## src/rtl/kclc_pkg.sv

```systemverilog
`timescale 1ns / 1ps
`default_nettype none

package kclc_pkg;

   // Configuration port geometry and register indexes.
   localparam int unsigned CSR_INDEX_W = 1;
   localparam int unsigned CSR_DATA_W  = 16;
   localparam logic [CSR_INDEX_W-1:0] CSR_LOGIN_TIMEOUT = 1'd0;
   localparam logic [CSR_INDEX_W-1:0] CSR_DEFAULT_CODE  = 1'd1;

   // Register values after reset.
   localparam logic [15:0] LOGIN_TIMEOUT_RESET = 16'd5000;
   localparam logic [15:0] DEFAULT_CODE_RESET  = 16'h1234;

   // Input item kinds.
   localparam logic [1:0] FUNC_KEY     = 2'd0;
   localparam logic [1:0] FUNC_TICK    = 2'd1;
   localparam logic [1:0] FUNC_FACTORY = 2'd2;

   // Key codes.
   localparam logic [3:0] KEY_DIGIT_MAX = 4'd9;
   localparam logic [3:0] KEY_ERASE     = 4'd10;
   localparam logic [3:0] KEY_CONFIRM   = 4'd11;

   localparam logic [15:0] TIMER_MAX = 16'hFFFF;

   typedef enum logic [2:0] {
      EV_NONE       = 3'd0,
      EV_DIGIT      = 3'd1,
      EV_ERASED     = 3'd2,
      EV_LOGIN_OK   = 3'd3,
      EV_LOGIN_FAIL = 3'd4,
      EV_TIMEOUT    = 3'd5,
      EV_CHANGED    = 3'd6,
      EV_RESET      = 3'd7
   } kclc_event_type;

   typedef struct packed {
      logic [15:0] timeout_ticks;
      logic [15:0] default_code;
   } kclc_cfg_type;

   typedef struct packed {
      kclc_event_type event_res;
      logic           unlocked;
      logic [2:0]     digits_entered;
      logic           seg_write;
      logic [1:0]     seg_pos;
      logic [6:0]     seg_pattern;
      logic           clear_display;
   } kclc_result_type;

   // Seven-segment pattern of a decimal digit; other codes blank.
   function automatic logic [6:0] seg_of_digit(input logic [3:0] digit);
      logic [6:0] pat;
      unique case (digit)
         4'd0:    pat = 7'h3F;
         4'd1:    pat = 7'h06;
         4'd2:    pat = 7'h5B;
         4'd3:    pat = 7'h4F;
         4'd4:    pat = 7'h66;
         4'd5:    pat = 7'h6D;
         4'd6:    pat = 7'h7D;
         4'd7:    pat = 7'h07;
         4'd8:    pat = 7'h7F;
         4'd9:    pat = 7'h6F;
         default: pat = 7'h00;
      endcase
      return pat;
   endfunction

endpackage

`default_nettype wire

```

## src/rtl/kclc_req_if.sv

```systemverilog
`timescale 1ns / 1ps
`default_nettype none

// Key, tick and factory-reset items into the lock.
interface kclc_req_if;
   logic       valid;
   logic       ready;
   logic [1:0] func;
   logic [3:0] key_code;

   modport source (output valid, output func, output key_code, input ready);
   modport sink   (input valid, input func, input key_code, output ready);
endinterface

`default_nettype wire

```

## src/rtl/kclc_rsp_if.sv

```systemverilog
`timescale 1ns / 1ps
`default_nettype none

// Result items out of the lock.
interface kclc_rsp_if;
   logic       valid;
   logic       ready;
   logic [2:0] event_res;
   logic       unlocked;
   logic [2:0] digits_entered;
   logic       seg_write;
   logic [1:0] seg_pos;
   logic [6:0] seg_pattern;
   logic       clear_display;

   modport source (output valid, output event_res, output unlocked, output digits_entered,
                   output seg_write, output seg_pos, output seg_pattern,
                   output clear_display, input ready);
   modport sink   (input valid, input event_res, input unlocked, input digits_entered,
                   input seg_write, input seg_pos, input seg_pattern,
                   input clear_display, output ready);
endinterface

`default_nettype wire

```

## src/rtl/kclc_engine.sv

```systemverilog
`timescale 1ns / 1ps
`default_nettype none

// Lock state and its update for one item.
module kclc_engine #(
   parameter int unsigned CODE_LENGTH = 4
) (
   input  wire logic                     clock,
   input  wire logic                     reset,
   input  wire logic                     fire,
   input  wire logic [1:0]               func,
   input  wire logic [3:0]               key_code,
   input  wire kclc_pkg::kclc_cfg_type   cfg,
   output kclc_pkg::kclc_result_type     result
);
   import kclc_pkg::*;

   localparam int unsigned CW = $clog2(CODE_LENGTH + 1);
   localparam int unsigned IW = (CODE_LENGTH > 1) ? $clog2(CODE_LENGTH) : 1;
   localparam logic [CW-1:0] FULL = CW'(CODE_LENGTH);

   // Digit i of a code word; the first digit sits in the top used nibble.
   function automatic logic [3:0] code_digit(input logic [15:0] code, input int unsigned pos);
      int unsigned sh;
      sh = (CODE_LENGTH - 1 - pos) * 4;
      if (sh < 16) begin
         return 4'(code >> sh);
      end
      return 4'd0;
   endfunction

   logic [3:0]    entry_digits_ff [CODE_LENGTH];
   logic [3:0]    entry_digits_in [CODE_LENGTH];
   logic [3:0]    stored_code_ff  [CODE_LENGTH];
   logic [3:0]    stored_code_in  [CODE_LENGTH];
   logic [CW-1:0] entry_count_ff;
   logic [CW-1:0] entry_count_in;
   logic          logged_in_ff;
   logic          logged_in_in;
   logic [15:0]   login_timer_ff;
   logic [15:0]   login_timer_in;

   logic          match;
   logic [CW-1:0] count_inc;
   logic [CW-1:0] count_dec;
   logic [15:0]   timer_inc;

   // The last digit arrives with the key; the others are already held.
   always_comb begin
      match = (key_code == stored_code_ff[CODE_LENGTH-1]);
      for (int i = 0; i < CODE_LENGTH - 1; i++) begin
         if (entry_digits_ff[i] != stored_code_ff[i]) begin
            match = 1'b0;
         end
      end
   end

   assign count_inc = entry_count_ff + 1'b1;
   assign count_dec = entry_count_ff - 1'b1;
   assign timer_inc = (login_timer_ff != TIMER_MAX) ? login_timer_ff + 16'd1 : login_timer_ff;

   // Next state and the result item.
   always_comb begin
      entry_digits_in = entry_digits_ff;
      stored_code_in  = stored_code_ff;
      entry_count_in  = entry_count_ff;
      logged_in_in    = logged_in_ff;
      login_timer_in  = login_timer_ff;
      result          = '0;
      result.event_res = EV_NONE;

      unique case (func)
         FUNC_KEY: begin
            if (key_code <= KEY_DIGIT_MAX) begin
               if (entry_count_ff < FULL) begin
                  entry_digits_in[entry_count_ff[IW-1:0]] = key_code;
                  entry_count_in     = count_inc;
                  result.seg_write   = 1'b1;
                  result.seg_pos     = 2'(entry_count_ff);
                  result.seg_pattern = seg_of_digit(key_code);
                  result.event_res   = EV_DIGIT;
                  // A full entry while logged out is checked at once.
                  if (count_inc == FULL && !logged_in_ff) begin
                     if (match) begin
                        logged_in_in     = 1'b1;
                        login_timer_in   = 16'd0;
                        result.event_res = EV_LOGIN_OK;
                     end else begin
                        result.event_res = EV_LOGIN_FAIL;
                     end
                     for (int i = 0; i < CODE_LENGTH; i++) begin
                        entry_digits_in[i] = 4'd0;
                     end
                     entry_count_in       = '0;
                     result.clear_display = 1'b1;
                  end
               end
            end else if (key_code == KEY_ERASE) begin
               if (entry_count_ff != '0) begin
                  entry_digits_in[count_dec[IW-1:0]] = 4'd0;
                  entry_count_in   = count_dec;
                  result.seg_write = 1'b1;
                  result.seg_pos   = 2'(count_dec);
                  result.event_res = EV_ERASED;
               end
            end else if (key_code == KEY_CONFIRM) begin
               // A full entry while logged in becomes the new code.
               if (logged_in_ff && entry_count_ff == FULL) begin
                  stored_code_in = entry_digits_ff;
                  logged_in_in   = 1'b0;
                  for (int i = 0; i < CODE_LENGTH; i++) begin
                     entry_digits_in[i] = 4'd0;
                  end
                  entry_count_in       = '0;
                  result.clear_display = 1'b1;
                  result.event_res     = EV_CHANGED;
               end
            end
         end
         FUNC_TICK: begin
            if (logged_in_ff) begin
               login_timer_in = timer_inc;
               if (timer_inc >= cfg.timeout_ticks) begin
                  logged_in_in = 1'b0;
                  for (int i = 0; i < CODE_LENGTH; i++) begin
                     entry_digits_in[i] = 4'd0;
                  end
                  entry_count_in       = '0;
                  result.clear_display = 1'b1;
                  result.event_res     = EV_TIMEOUT;
               end
            end
         end
         FUNC_FACTORY: begin
            for (int i = 0; i < CODE_LENGTH; i++) begin
               stored_code_in[i]  = code_digit(cfg.default_code, i);
               entry_digits_in[i] = 4'd0;
            end
            entry_count_in       = '0;
            logged_in_in         = 1'b0;
            login_timer_in       = 16'd0;
            result.clear_display = 1'b1;
            result.event_res     = EV_RESET;
         end
         default: begin
            // Unused item kind: no change.
         end
      endcase

      result.unlocked       = logged_in_in;
      result.digits_entered = 3'(entry_count_in);
   end

   // State registers, updated when the item moves to the result register.
   always_ff @(posedge clock) begin
      if (reset) begin
         for (int i = 0; i < CODE_LENGTH; i++) begin
            entry_digits_ff[i] <= 4'd0;
            stored_code_ff[i]  <= code_digit(DEFAULT_CODE_RESET, i);
         end
         entry_count_ff <= '0;
         logged_in_ff   <= 1'b0;
         login_timer_ff <= 16'd0;
      end else if (fire) begin
         entry_digits_ff <= entry_digits_in;
         stored_code_ff  <= stored_code_in;
         entry_count_ff  <= entry_count_in;
         logged_in_ff    <= logged_in_in;
         login_timer_ff  <= login_timer_in;
      end
   end

endmodule

`default_nettype wire

```

## src/rtl/keypad_code_lock_controller.sv

```systemverilog
// Keypad code lock: one item in, one result item out.
// An accepted item passes through the input register, then the result register, with the
// state update between the two. Throughput: one item per cycle while rsp is not held; the
// result register stalls only while rsp is held.
// Reset (synchronous, active high) clears the entry, logs out, clears the timer,
// restores the code from the reset default and sets the registers to their reset values.
`timescale 1ns / 1ps
`default_nettype none

module keypad_code_lock_controller #(
   parameter int unsigned CODE_LENGTH = 4
) (
   input  wire logic                              clock,
   input  wire logic                              reset,
   kclc_req_if.sink                               req,
   kclc_rsp_if.source                             rsp,
   input  wire logic                              csr_write_en,
   input  wire logic [kclc_pkg::CSR_INDEX_W-1:0]  csr_index,
   input  wire logic [kclc_pkg::CSR_DATA_W-1:0]   csr_wdata
);
   import kclc_pkg::*;

   kclc_cfg_type    cfg_ff;
   logic            in_valid_ff;
   logic [1:0]      in_func_ff;
   logic [3:0]      in_key_ff;
   logic            rsp_valid_ff;
   kclc_result_type rsp_res_ff;
   kclc_result_type result;
   logic            advance;

   // Configuration registers.
   always_ff @(posedge clock) begin
      if (reset) begin
         cfg_ff.timeout_ticks <= LOGIN_TIMEOUT_RESET;
         cfg_ff.default_code  <= DEFAULT_CODE_RESET;
      end else if (csr_write_en) begin
         if (csr_index == CSR_LOGIN_TIMEOUT) begin
            cfg_ff.timeout_ticks <= csr_wdata;
         end
         if (csr_index == CSR_DEFAULT_CODE) begin
            cfg_ff.default_code <= csr_wdata;
         end
      end
   end

   // The held item moves on when the result register is free or being emptied.
   assign advance   = in_valid_ff && (!rsp_valid_ff || rsp.ready);
   assign req.ready = !in_valid_ff || advance;

   // Input register.
   always_ff @(posedge clock) begin
      if (reset) begin
         in_valid_ff <= 1'b0;
      end else if (req.valid && req.ready) begin
         in_valid_ff <= 1'b1;
      end else if (advance) begin
         in_valid_ff <= 1'b0;
      end
   end

   always_ff @(posedge clock) begin
      if (req.valid && req.ready) begin
         in_func_ff <= req.func;
         in_key_ff  <= req.key_code;
      end
   end

   kclc_engine #(
      .CODE_LENGTH (CODE_LENGTH)
   ) u_engine (
      .clock    (clock),
      .reset    (reset),
      .fire     (advance),
      .func     (in_func_ff),
      .key_code (in_key_ff),
      .cfg      (cfg_ff),
      .result   (result)
   );

   // Result register.
   always_ff @(posedge clock) begin
      if (reset) begin
         rsp_valid_ff <= 1'b0;
      end else if (advance) begin
         rsp_valid_ff <= 1'b1;
      end else if (rsp.ready) begin
         rsp_valid_ff <= 1'b0;
      end
   end

   always_ff @(posedge clock) begin
      if (advance) begin
         rsp_res_ff <= result;
      end
   end

   assign rsp.valid          = rsp_valid_ff;
   assign rsp.event_res      = rsp_res_ff.event_res;
   assign rsp.unlocked       = rsp_res_ff.unlocked;
   assign rsp.digits_entered = rsp_res_ff.digits_entered;
   assign rsp.seg_write      = rsp_res_ff.seg_write;
   assign rsp.seg_pos        = rsp_res_ff.seg_pos;
   assign rsp.seg_pattern    = rsp_res_ff.seg_pattern;
   assign rsp.clear_display  = rsp_res_ff.clear_display;

endmodule

`default_nettype wire

```

## src/flat_wrapper.sv

```systemverilog
// flat-port wrapper written by rule: the top's interface ports become plain ports
module keypad_code_lock_controller_flat import kclc_pkg::*;
#(
   parameter int unsigned CODE_LENGTH = 4
)
  (clock, reset, csr_write_en, csr_index, csr_wdata, req_valid, req_func, req_key_code, req_ready, rsp_valid, rsp_event_res, rsp_unlocked, rsp_digits_entered, rsp_seg_write, rsp_seg_pos, rsp_seg_pattern, rsp_clear_display, rsp_ready);
  kclc_req_if req_i ();
  kclc_rsp_if rsp_i ();
  input  wire logic clock;
  input  wire logic reset;
  input  wire logic csr_write_en;
  input  wire logic [kclc_pkg::CSR_INDEX_W-1:0] csr_index;
  input  wire logic [kclc_pkg::CSR_DATA_W-1:0] csr_wdata;
  input wire logic [$bits(req_i.valid)-1:0] req_valid;
  input wire logic [$bits(req_i.func)-1:0] req_func;
  input wire logic [$bits(req_i.key_code)-1:0] req_key_code;
  output wire logic [$bits(req_i.ready)-1:0] req_ready;
  output wire logic [$bits(rsp_i.valid)-1:0] rsp_valid;
  output wire logic [$bits(rsp_i.event_res)-1:0] rsp_event_res;
  output wire logic [$bits(rsp_i.unlocked)-1:0] rsp_unlocked;
  output wire logic [$bits(rsp_i.digits_entered)-1:0] rsp_digits_entered;
  output wire logic [$bits(rsp_i.seg_write)-1:0] rsp_seg_write;
  output wire logic [$bits(rsp_i.seg_pos)-1:0] rsp_seg_pos;
  output wire logic [$bits(rsp_i.seg_pattern)-1:0] rsp_seg_pattern;
  output wire logic [$bits(rsp_i.clear_display)-1:0] rsp_clear_display;
  input wire logic [$bits(rsp_i.ready)-1:0] rsp_ready;
  assign req_i.valid = req_valid;
  assign req_i.func = req_func;
  assign req_i.key_code = req_key_code;
  assign req_ready = req_i.ready;
  assign rsp_valid = rsp_i.valid;
  assign rsp_event_res = rsp_i.event_res;
  assign rsp_unlocked = rsp_i.unlocked;
  assign rsp_digits_entered = rsp_i.digits_entered;
  assign rsp_seg_write = rsp_i.seg_write;
  assign rsp_seg_pos = rsp_i.seg_pos;
  assign rsp_seg_pattern = rsp_i.seg_pattern;
  assign rsp_clear_display = rsp_i.clear_display;
  assign rsp_i.ready = rsp_ready;
  keypad_code_lock_controller #(.CODE_LENGTH(CODE_LENGTH)) u_core (.clock(clock), .reset(reset), .req(req_i), .rsp(rsp_i), .csr_write_en(csr_write_en), .csr_index(csr_index), .csr_wdata(csr_wdata));
endmodule
```

## config.mk

```make
export PLATFORM = sky130hd
export DESIGN_NAME = keypad_code_lock_controller_flat
export DESIGN_NICKNAME = d
export VERILOG_FILES = /design/src/rtl/kclc_pkg.sv /design/src/rtl/kclc_req_if.sv /design/src/rtl/kclc_rsp_if.sv /design/src/rtl/kclc_engine.sv /design/src/rtl/keypad_code_lock_controller.sv /design/src/flat_wrapper.sv
export SDC_FILE = /design/constraint.sdc
export NUM_CORES = 1
export LEC_CHECK = 0
export BUFFER_PORTS_ARGS = -buffer_cell sky130_fd_sc_hd__buf_2
export CORE_MARGIN = 2
export CORE_UTILIZATION = 45
export CTS_BUF_LIST = sky130_fd_sc_hd__clkbuf_4 sky130_fd_sc_hd__clkbuf_8
export DETAILED_ROUTE_END_ITERATION = 8
export GPL_ROUTABILITY_DRIVEN = 0
export GPL_TIMING_DRIVEN = 0
export PLACE_DENSITY = 0.66
export SLEW_MARGIN = 20
export SYNTH_ARGS = -nofsm -noshare
export SYNTH_HDL_FRONTEND = slang
export SYNTH_SLANG_ARGS = --single-unit
```

## constraint.sdc

```tcl
create_clock -name clock -period 4.12 [get_ports clock]
set_clock_uncertainty 0.1 [all_clocks]
set_input_delay 0.824 -clock clock [delete_from_list [all_inputs] [get_ports clock]]
set_output_delay 0.824 -clock clock [all_outputs]
set_load 0.02 [all_outputs]
```

==> results.sh, run 1 <==
export IMPL_overflow=0
export IMPL_drc_errors=0
export IMPL_p_leak_nw=2.97
export IMPL_dr_total_vias=5399
export IMPL_cp_arrival_ns=4.25
export IMPL_wl_per_cell_um=16.7
export IMPL_hold_viol_final=0
export IMPL_ys_seq_elements=117
export IMPL_io_pins=48
export IMPL_final_min_clock_period_ns=3.96
export IMPL_place_inst=918
export IMPL_ys_dominant_reg_cell="dfxtp_1"
export IMPL_core_sq_um=13800
export IMPL_synth_compound_area_share=0.181
export IMPL_track_usage=0.225
export IMPL_max_stage_delay_ns=0.46
export IMPL_synthArstFlopShare=0
export IMPL_num_nets_final=825
export IMPL_rsz0062_at_grt="false"
export IMPL_synth_top_family_by_area="simple AND/OR/NAND/NOR gates"
export IMPL_grt_pass1_wl_um=25700
export IMPL_slew_violations=0
export IMPL_vias_per_cell=5.67
export IMPL_syn_area_per_cell_sq_um=9.20
export IMPL_die_h_um=123
export IMPL_grt_max_degree=26
export IMPL_yosys_warnings=0
export IMPL_cts_tree="built"
export IMPL_fmax_mhz=253
export IMPL_synth_nets=755
export IMPL_layout_drive_gt1_share=0.150
export IMPL_slowest_stage="or3_4"
export IMPL_yosys_area_top_type="dfxtp_1"
export IMPL_clock_sinks=117
export IMPL_drt_pre_antenna_iters=5
export IMPL_endpoint_kind="register"
export IMPL_crit_type="register to register"
export IMPL_area_delta_synth_final_pct=14.4
export IMPL_yosys_area_share_simple=0.182
export IMPL_start_kind="register"
export IMPL_ir_worst_vdd_v=0.000195
export IMPL_final_setup_tns_ns=0
export IMPL_die_w_um=123
export IMPL_critical_path_max_fanout=10
export IMPL_required_ns=4.41
export IMPL_grt_antenna_before_repair=0
export IMPL_ant_nets=0
export IMPL_synth_area_leaders="dfxtp_1, edfxtp_1, ha_1"
export IMPL_postRouteWirelength_um=16000
export IMPL_drt_iter0_drc=376
export IMPL_hpwl_um=11800
export IMPL_finalPower_mw=2.57
export IMPL_clk_pin_slew_ns=0.07
export IMPL_cts_buffers_inserted=17
export IMPL_clock_latency_ns=0.46
export IMPL_tightest_slew_ns=0.818
export IMPL_synth_cells=690
export IMPL_synthMuxAreaShare=0.0434
export IMPL_period_share=0.960
export IMPL_crit_buf_inv=4
export IMPL_cts_hold_buf=0
export IMPL_synthAdderAreaFrac=0.0729
export IMPL_grt_pass1_vias=5107
export IMPL_synth_top_area_frac=0.243
export IMPL_synth_common_cells="nand2_1, dfxtp_1, a21oi_1"
export IMPL_yosysMostFrequentCell="nand2_1"
export IMPL_clockBufferDepth=2
export IMPL_cts_htree_levels=4
export IMPL_start_util=0.459
export IMPL_synth_xor_xnor_area_share=0.0386
export IMPL_status="finished, final reports clean"
export IMPL_cts_root_buf="clkbuf_8"
export IMPL_hp_class="register to register"
export IMPL_rows=43
export IMPL_syn_area_sq_um=6350
export IMPL_stdcell_count=953
export IMPL_die_area_sq_um=15100
export IMPL_synth_edf_count=40
export IMPL_drv_cap=0
export IMPL_fin_util=0.525
export IMPL_ys_types=65
export IMPL_n_antenna_cell=0
export IMPL_crit_chain="buf_2 > nand4_4 > or3_4 > nor3_4 > buf_6 > mux2_2 > ha_1 > and3_1 > o21ai_0 > a311o_1 > a32oi_4 > and3_1 > buf_2 > buf_6 > a32o_1"
export IMPL_crit_family="simple AND/OR/NAND/NOR gates"
export IMPL_max_slew_margin=0.450
export IMPL_synth_seq_area_share=0.432
export IMPL_port_buffer_count=47
export IMPL_final_setup_viol_count=0
export IMPL_pwr_density_cell_nw_per_um2=354
-- cell families (layout without fill, tap and decap cells) --
group / Yosys count / after routing
xor+xnor: 28 / 28
fa+ha+maj: 37 / 37
mux: 27 / 27
flops: 117 / 117
buf+inv: 77 / 160
compound gates: 170 / 170
simple gates: 234 / 234
-- tightest hold or removal path: cells and delay by family (launching register included) --
kind	cells	cell delay, ns
AOI/OAI and AO/OA	1	0.05
DFF	1	0.31
and+or+nand+nor	1	0.05
-- cells in the final DEF, fill, tap and decap left out, types with 12 or more instances in the layout --
cell type / n
a21oi_1: 47
a32o_1: 22
buf_2: 57
clkbuf_1: 21
clkbuf_8: 18
dfxtp_1: 75
edfxtp_1: 40
ha_1: 37
inv_1: 38
mux2i_1: 23
nand2_1: 108
nand3_1: 14
nor2_1: 26
nor3_1: 13
o211ai_1: 12
o21ai_0: 30
xor2_1: 22
-- per-stage QoR --
stage	worst slack [ns]	cell area [sq um]	hold slack (ns)
after floorplan	0.436	6350	0.336
after global placement	-0.122	6810	0.349
after detailed placement	-0.171	6820	0.349
after CTS	0.00828	7220	0.359
after global routing	0.0102	7260	0.376
final	0.165	7260	0.359
-- sequential cells by signal, indices dropped and copies added, names as in the netlist, 2 cells and up, named ones only --
register                         cells
u_core.rsp.seg_pos                   2
u_core.rsp.seg_pattern               7
u_core.u_engine.stored_code_ff      16
u_core.u_engine.login_timer_ff      16
u_core.rsp.event_res                 3
u_core.cfg_ff                       32
u_core.u_engine.entry_digits_ff     16
u_core.u_engine.entry_count_ff       3
u_core.in_func_ff                    2
u_core.in_key_ff                     4
u_core.rsp.digits_entered            3
-- area by class of cell --
class | instances | area [sq um]
fillers | 1297 | 6570
multi-input cells | 496 | 3310
flip-flops and latches | 117 | 2750
clock buffers | 21 | 270
repair buffers | 51 | 269
well taps | 180 | 225
plain buffers | 38 | 178
inverters | 39 | 146
clock inverters | 11 | 110
-- per-layer routing --
| metal | GRT usage | routed length (um) |
|---|---|---|
| met1 | 0.298 | 7140 |
| met2 | 0.359 | 7570 |
| met3 | 0.0502 | 905 |
| met4 | 0.0855 | 335 |
| met5 | 0 | 0 |
-- repair_timing --
action / 4_1_cts / 5_1_grt
setup buffers: 0 / 3
hold endpoints to repair: 0 / 0
resized for setup: 2 / 6
pin swaps: 0 / 2
setup endpoints to repair: 16 / 19
-- power breakdown --
part	leakage (nW)	internal, mW	switching [mW]
Sequential	1.02	1.24	0.0186
Clock	0.191	0.563	0.465
Combinational	1.76	0.0963	0.182
-- path summary, 6_finish.rpt --
path                            slack, ns  cells past startpoint                         startpoint                             endpoint
worst max-delay path                 0.16                     15  u_core.u_engine.login_timer_ff[3]  u_core.u_engine.entry_digits_ff[10]
worst min-delay path                 0.36                      2                  u_core.cfg_ff[29]                    u_core.cfg_ff[29]
worst max register to register       0.16                     15  u_core.u_engine.login_timer_ff[3]  u_core.u_engine.entry_digits_ff[10]
worst min register to register       0.36                      2                  u_core.cfg_ff[29]                    u_core.cfg_ff[29]
(Power assumes the default switching activity.)
==> inputs of run 2 (changes only) <==
- SETUP_SLACK_MARGIN: unset -> 0.4
==> results.sh, run 2 (synthesized netlist as in run 1, its figures left out) <==
export IMPL_whs_ns=0.359
export IMPL_hp_class="register to register"
export IMPL_p_leak_nw=3.07
export IMPL_clockBufferDepth=2
export IMPL_layout_commonest_cell="nand2_1"
export IMPL_clock_sinks=117
export IMPL_track_usage=0.226
export IMPL_final_min_clock_period_ns=3.64
export IMPL_crit_chain="buf_6 > nand4_4 > or3_4 > nor3_4 > buf_6 > mux2_2 > ha_4 > nor2b_2 > o211ai_1 > a311o_1 > a32oi_4 > and3_4 > buf_8 > clkbuf_16 > a32o_1"
export IMPL_cts_hold_buf=0
export IMPL_cp_arrival_ns=3.95
export IMPL_grt_pass1_vias=5130
export IMPL_wl_per_cell_um=17.0
export IMPL_critical_path_max_fanout=8
export IMPL_layout_drive_gt1_share=0.185
export IMPL_place_ws_ns=-0.171
export IMPL_tightest_slew_ns=0.782
export IMPL_cts_tree="built"
export IMPL_rsz0062_at_grt="false"
export IMPL_hold_viol_final=0
export IMPL_grt_max_degree=26
export IMPL_slew_violations=0
export IMPL_n_fill_cell=1269
export IMPL_required_ns=4.42
export IMPL_n_antenna_cell=0
export IMPL_cts_htree_levels=4
export IMPL_finalPower_mw=2.57
export IMPL_ant_nets=0
export IMPL_grt_antenna_before_repair=0
export IMPL_drt_iter0_drc=448
export IMPL_dr_total_vias=5429
export IMPL_path_common_cell="buf_6"
export IMPL_drt_pre_antenna_iters=6
export IMPL_overflow=0
export IMPL_status="finished, final reports clean"
export IMPL_max_stage_delay_ns=0.45
export IMPL_cts_buffers_inserted=17
export IMPL_pwr_density_cell_nw_per_um2=345
export IMPL_hpwl_um=11800
export IMPL_core_sq_um=13800
export IMPL_fin_util=0.539
export IMPL_crit_type="register to register"
export IMPL_vias_per_cell=5.67
export IMPL_io_pins=48
export IMPL_final_setup_tns_ns=0
export IMPL_cts_root_buf="clkbuf_8"
export IMPL_endpoint_kind="register"
export IMPL_period_share=0.884
export IMPL_die_w_um=123
export IMPL_port_buffer_count=47
export IMPL_final_setup_viol_count=0
export IMPL_grt_pass1_wl_um=25900
export IMPL_fmax_mhz=275
export IMPL_start_kind="register"
export IMPL_slowest_stage="or3_4"
export IMPL_postRouteWirelength_um=16200
export IMPL_largest_register_ffs=32
export IMPL_clk_pin_slew_ns=0.07
export IMPL_ir_worst_vdd_v=0.000195
export IMPL_rows=43
export IMPL_start_util=0.459
export IMPL_mostFrequentLayoutCells="nand2_1, dfxtp_1, buf_2, a21oi_1, edfxtp_1"
export IMPL_drc_errors=0
export IMPL_max_slew_margin=0.474
export IMPL_num_nets_final=830
export IMPL_drv_cap=0
export IMPL_area_delta_synth_final_pct=17.5
export IMPL_clock_latency_ns=0.47
export IMPL_worst_slack_ns=0.479
export IMPL_die_h_um=123
export IMPL_die_area_sq_um=15100
export IMPL_largest_register="u_core.cfg_ff"
## run 2: worst paths after layout
path	startpoint	to	slack, ns	cells past startpoint
setup / recovery	u_core.u_engine.login_timer_ff[3]	u_core.u_engine.entry_digits_ff[7]	0.48	15
hold / removal	u_core.cfg_ff[29]	u_core.cfg_ff[29]	0.36	2
setup reg to reg	u_core.u_engine.login_timer_ff[3]	u_core.u_engine.entry_digits_ff[7]	0.48	15
hold reg to reg	u_core.cfg_ff[29]	u_core.cfg_ff[29]	0.36	2
## run 2: power breakdown
part | internal, mW | switching, mW | total [mW]
clock network | 0.563 | 0.464 | 1.03
registers | 1.24 | 0.0185 | 1.26
logic | 0.0986 | 0.185 | 0.284
total | 1.90 | 0.668 | 2.57
## run 2: repair_timing
action,in CTS,in global routing
setup endpoints to repair,26,24
gates cloned,0,1
setup buffers,5,2
resized for setup,11,33
pin swaps,3,5
## run 2: per-stage QoR
stage | instance area (sq um) | instances
floorplan | 6350 | 690
global placement | 6810 | 917
detailed placement | 6820 | 918
CTS | 7290 | 955
global route | 7460 | 958
finish | 7460 | 958
## run 2: final cells by class
| cell class | count | area, sq um | area share |
|---|---|---|---|
| Multi-Input combinational cell | 496 | 3420 | 0.459 |
| Timing Repair Buffer | 56 | 328 | 0.0439 |
| Buffer | 38 | 199 | 0.0267 |
| Sequential cell | 117 | 2760 | 0.370 |
| Clock inverter | 11 | 110 | 0.0148 |
| Inverter | 39 | 146 | 0.0196 |
| Clock buffer | 21 | 270 | 0.0362 |
| Tap cell | 180 | 225 | 0.0302 |
## run 2: worst max-delay path, delay by kind of cell, from the launching register on
| family | cells | cell delay, ns |
|---|---|---|
| simple gates | 5 | 1.03 |
| compound gates | 4 | 0.99 |
| buf+inv | 4 | 0.51 |
| mux | 1 | 0.35 |
| flops | 1 | 0.32 |
| fa+ha+maj | 1 | 0.27 |
## run 2: routing by layer
| layer | part of all wire | up-vias | GRT usage | wire length, um |
|---|---|---|---|---|
| met1 | 0.43 | 2555 | 0.300 | 7040 |
| met5 | 0 | - | 0 | 0 |
| met2 | 0.48 | 192 | 0.363 | 7740 |
| met3 | 0.070 | 29 | 0.0497 | 1140 |
| met4 | 0.020 | 0 | 0.0833 | 322 |
| li1 | - | 2653 | - | - |
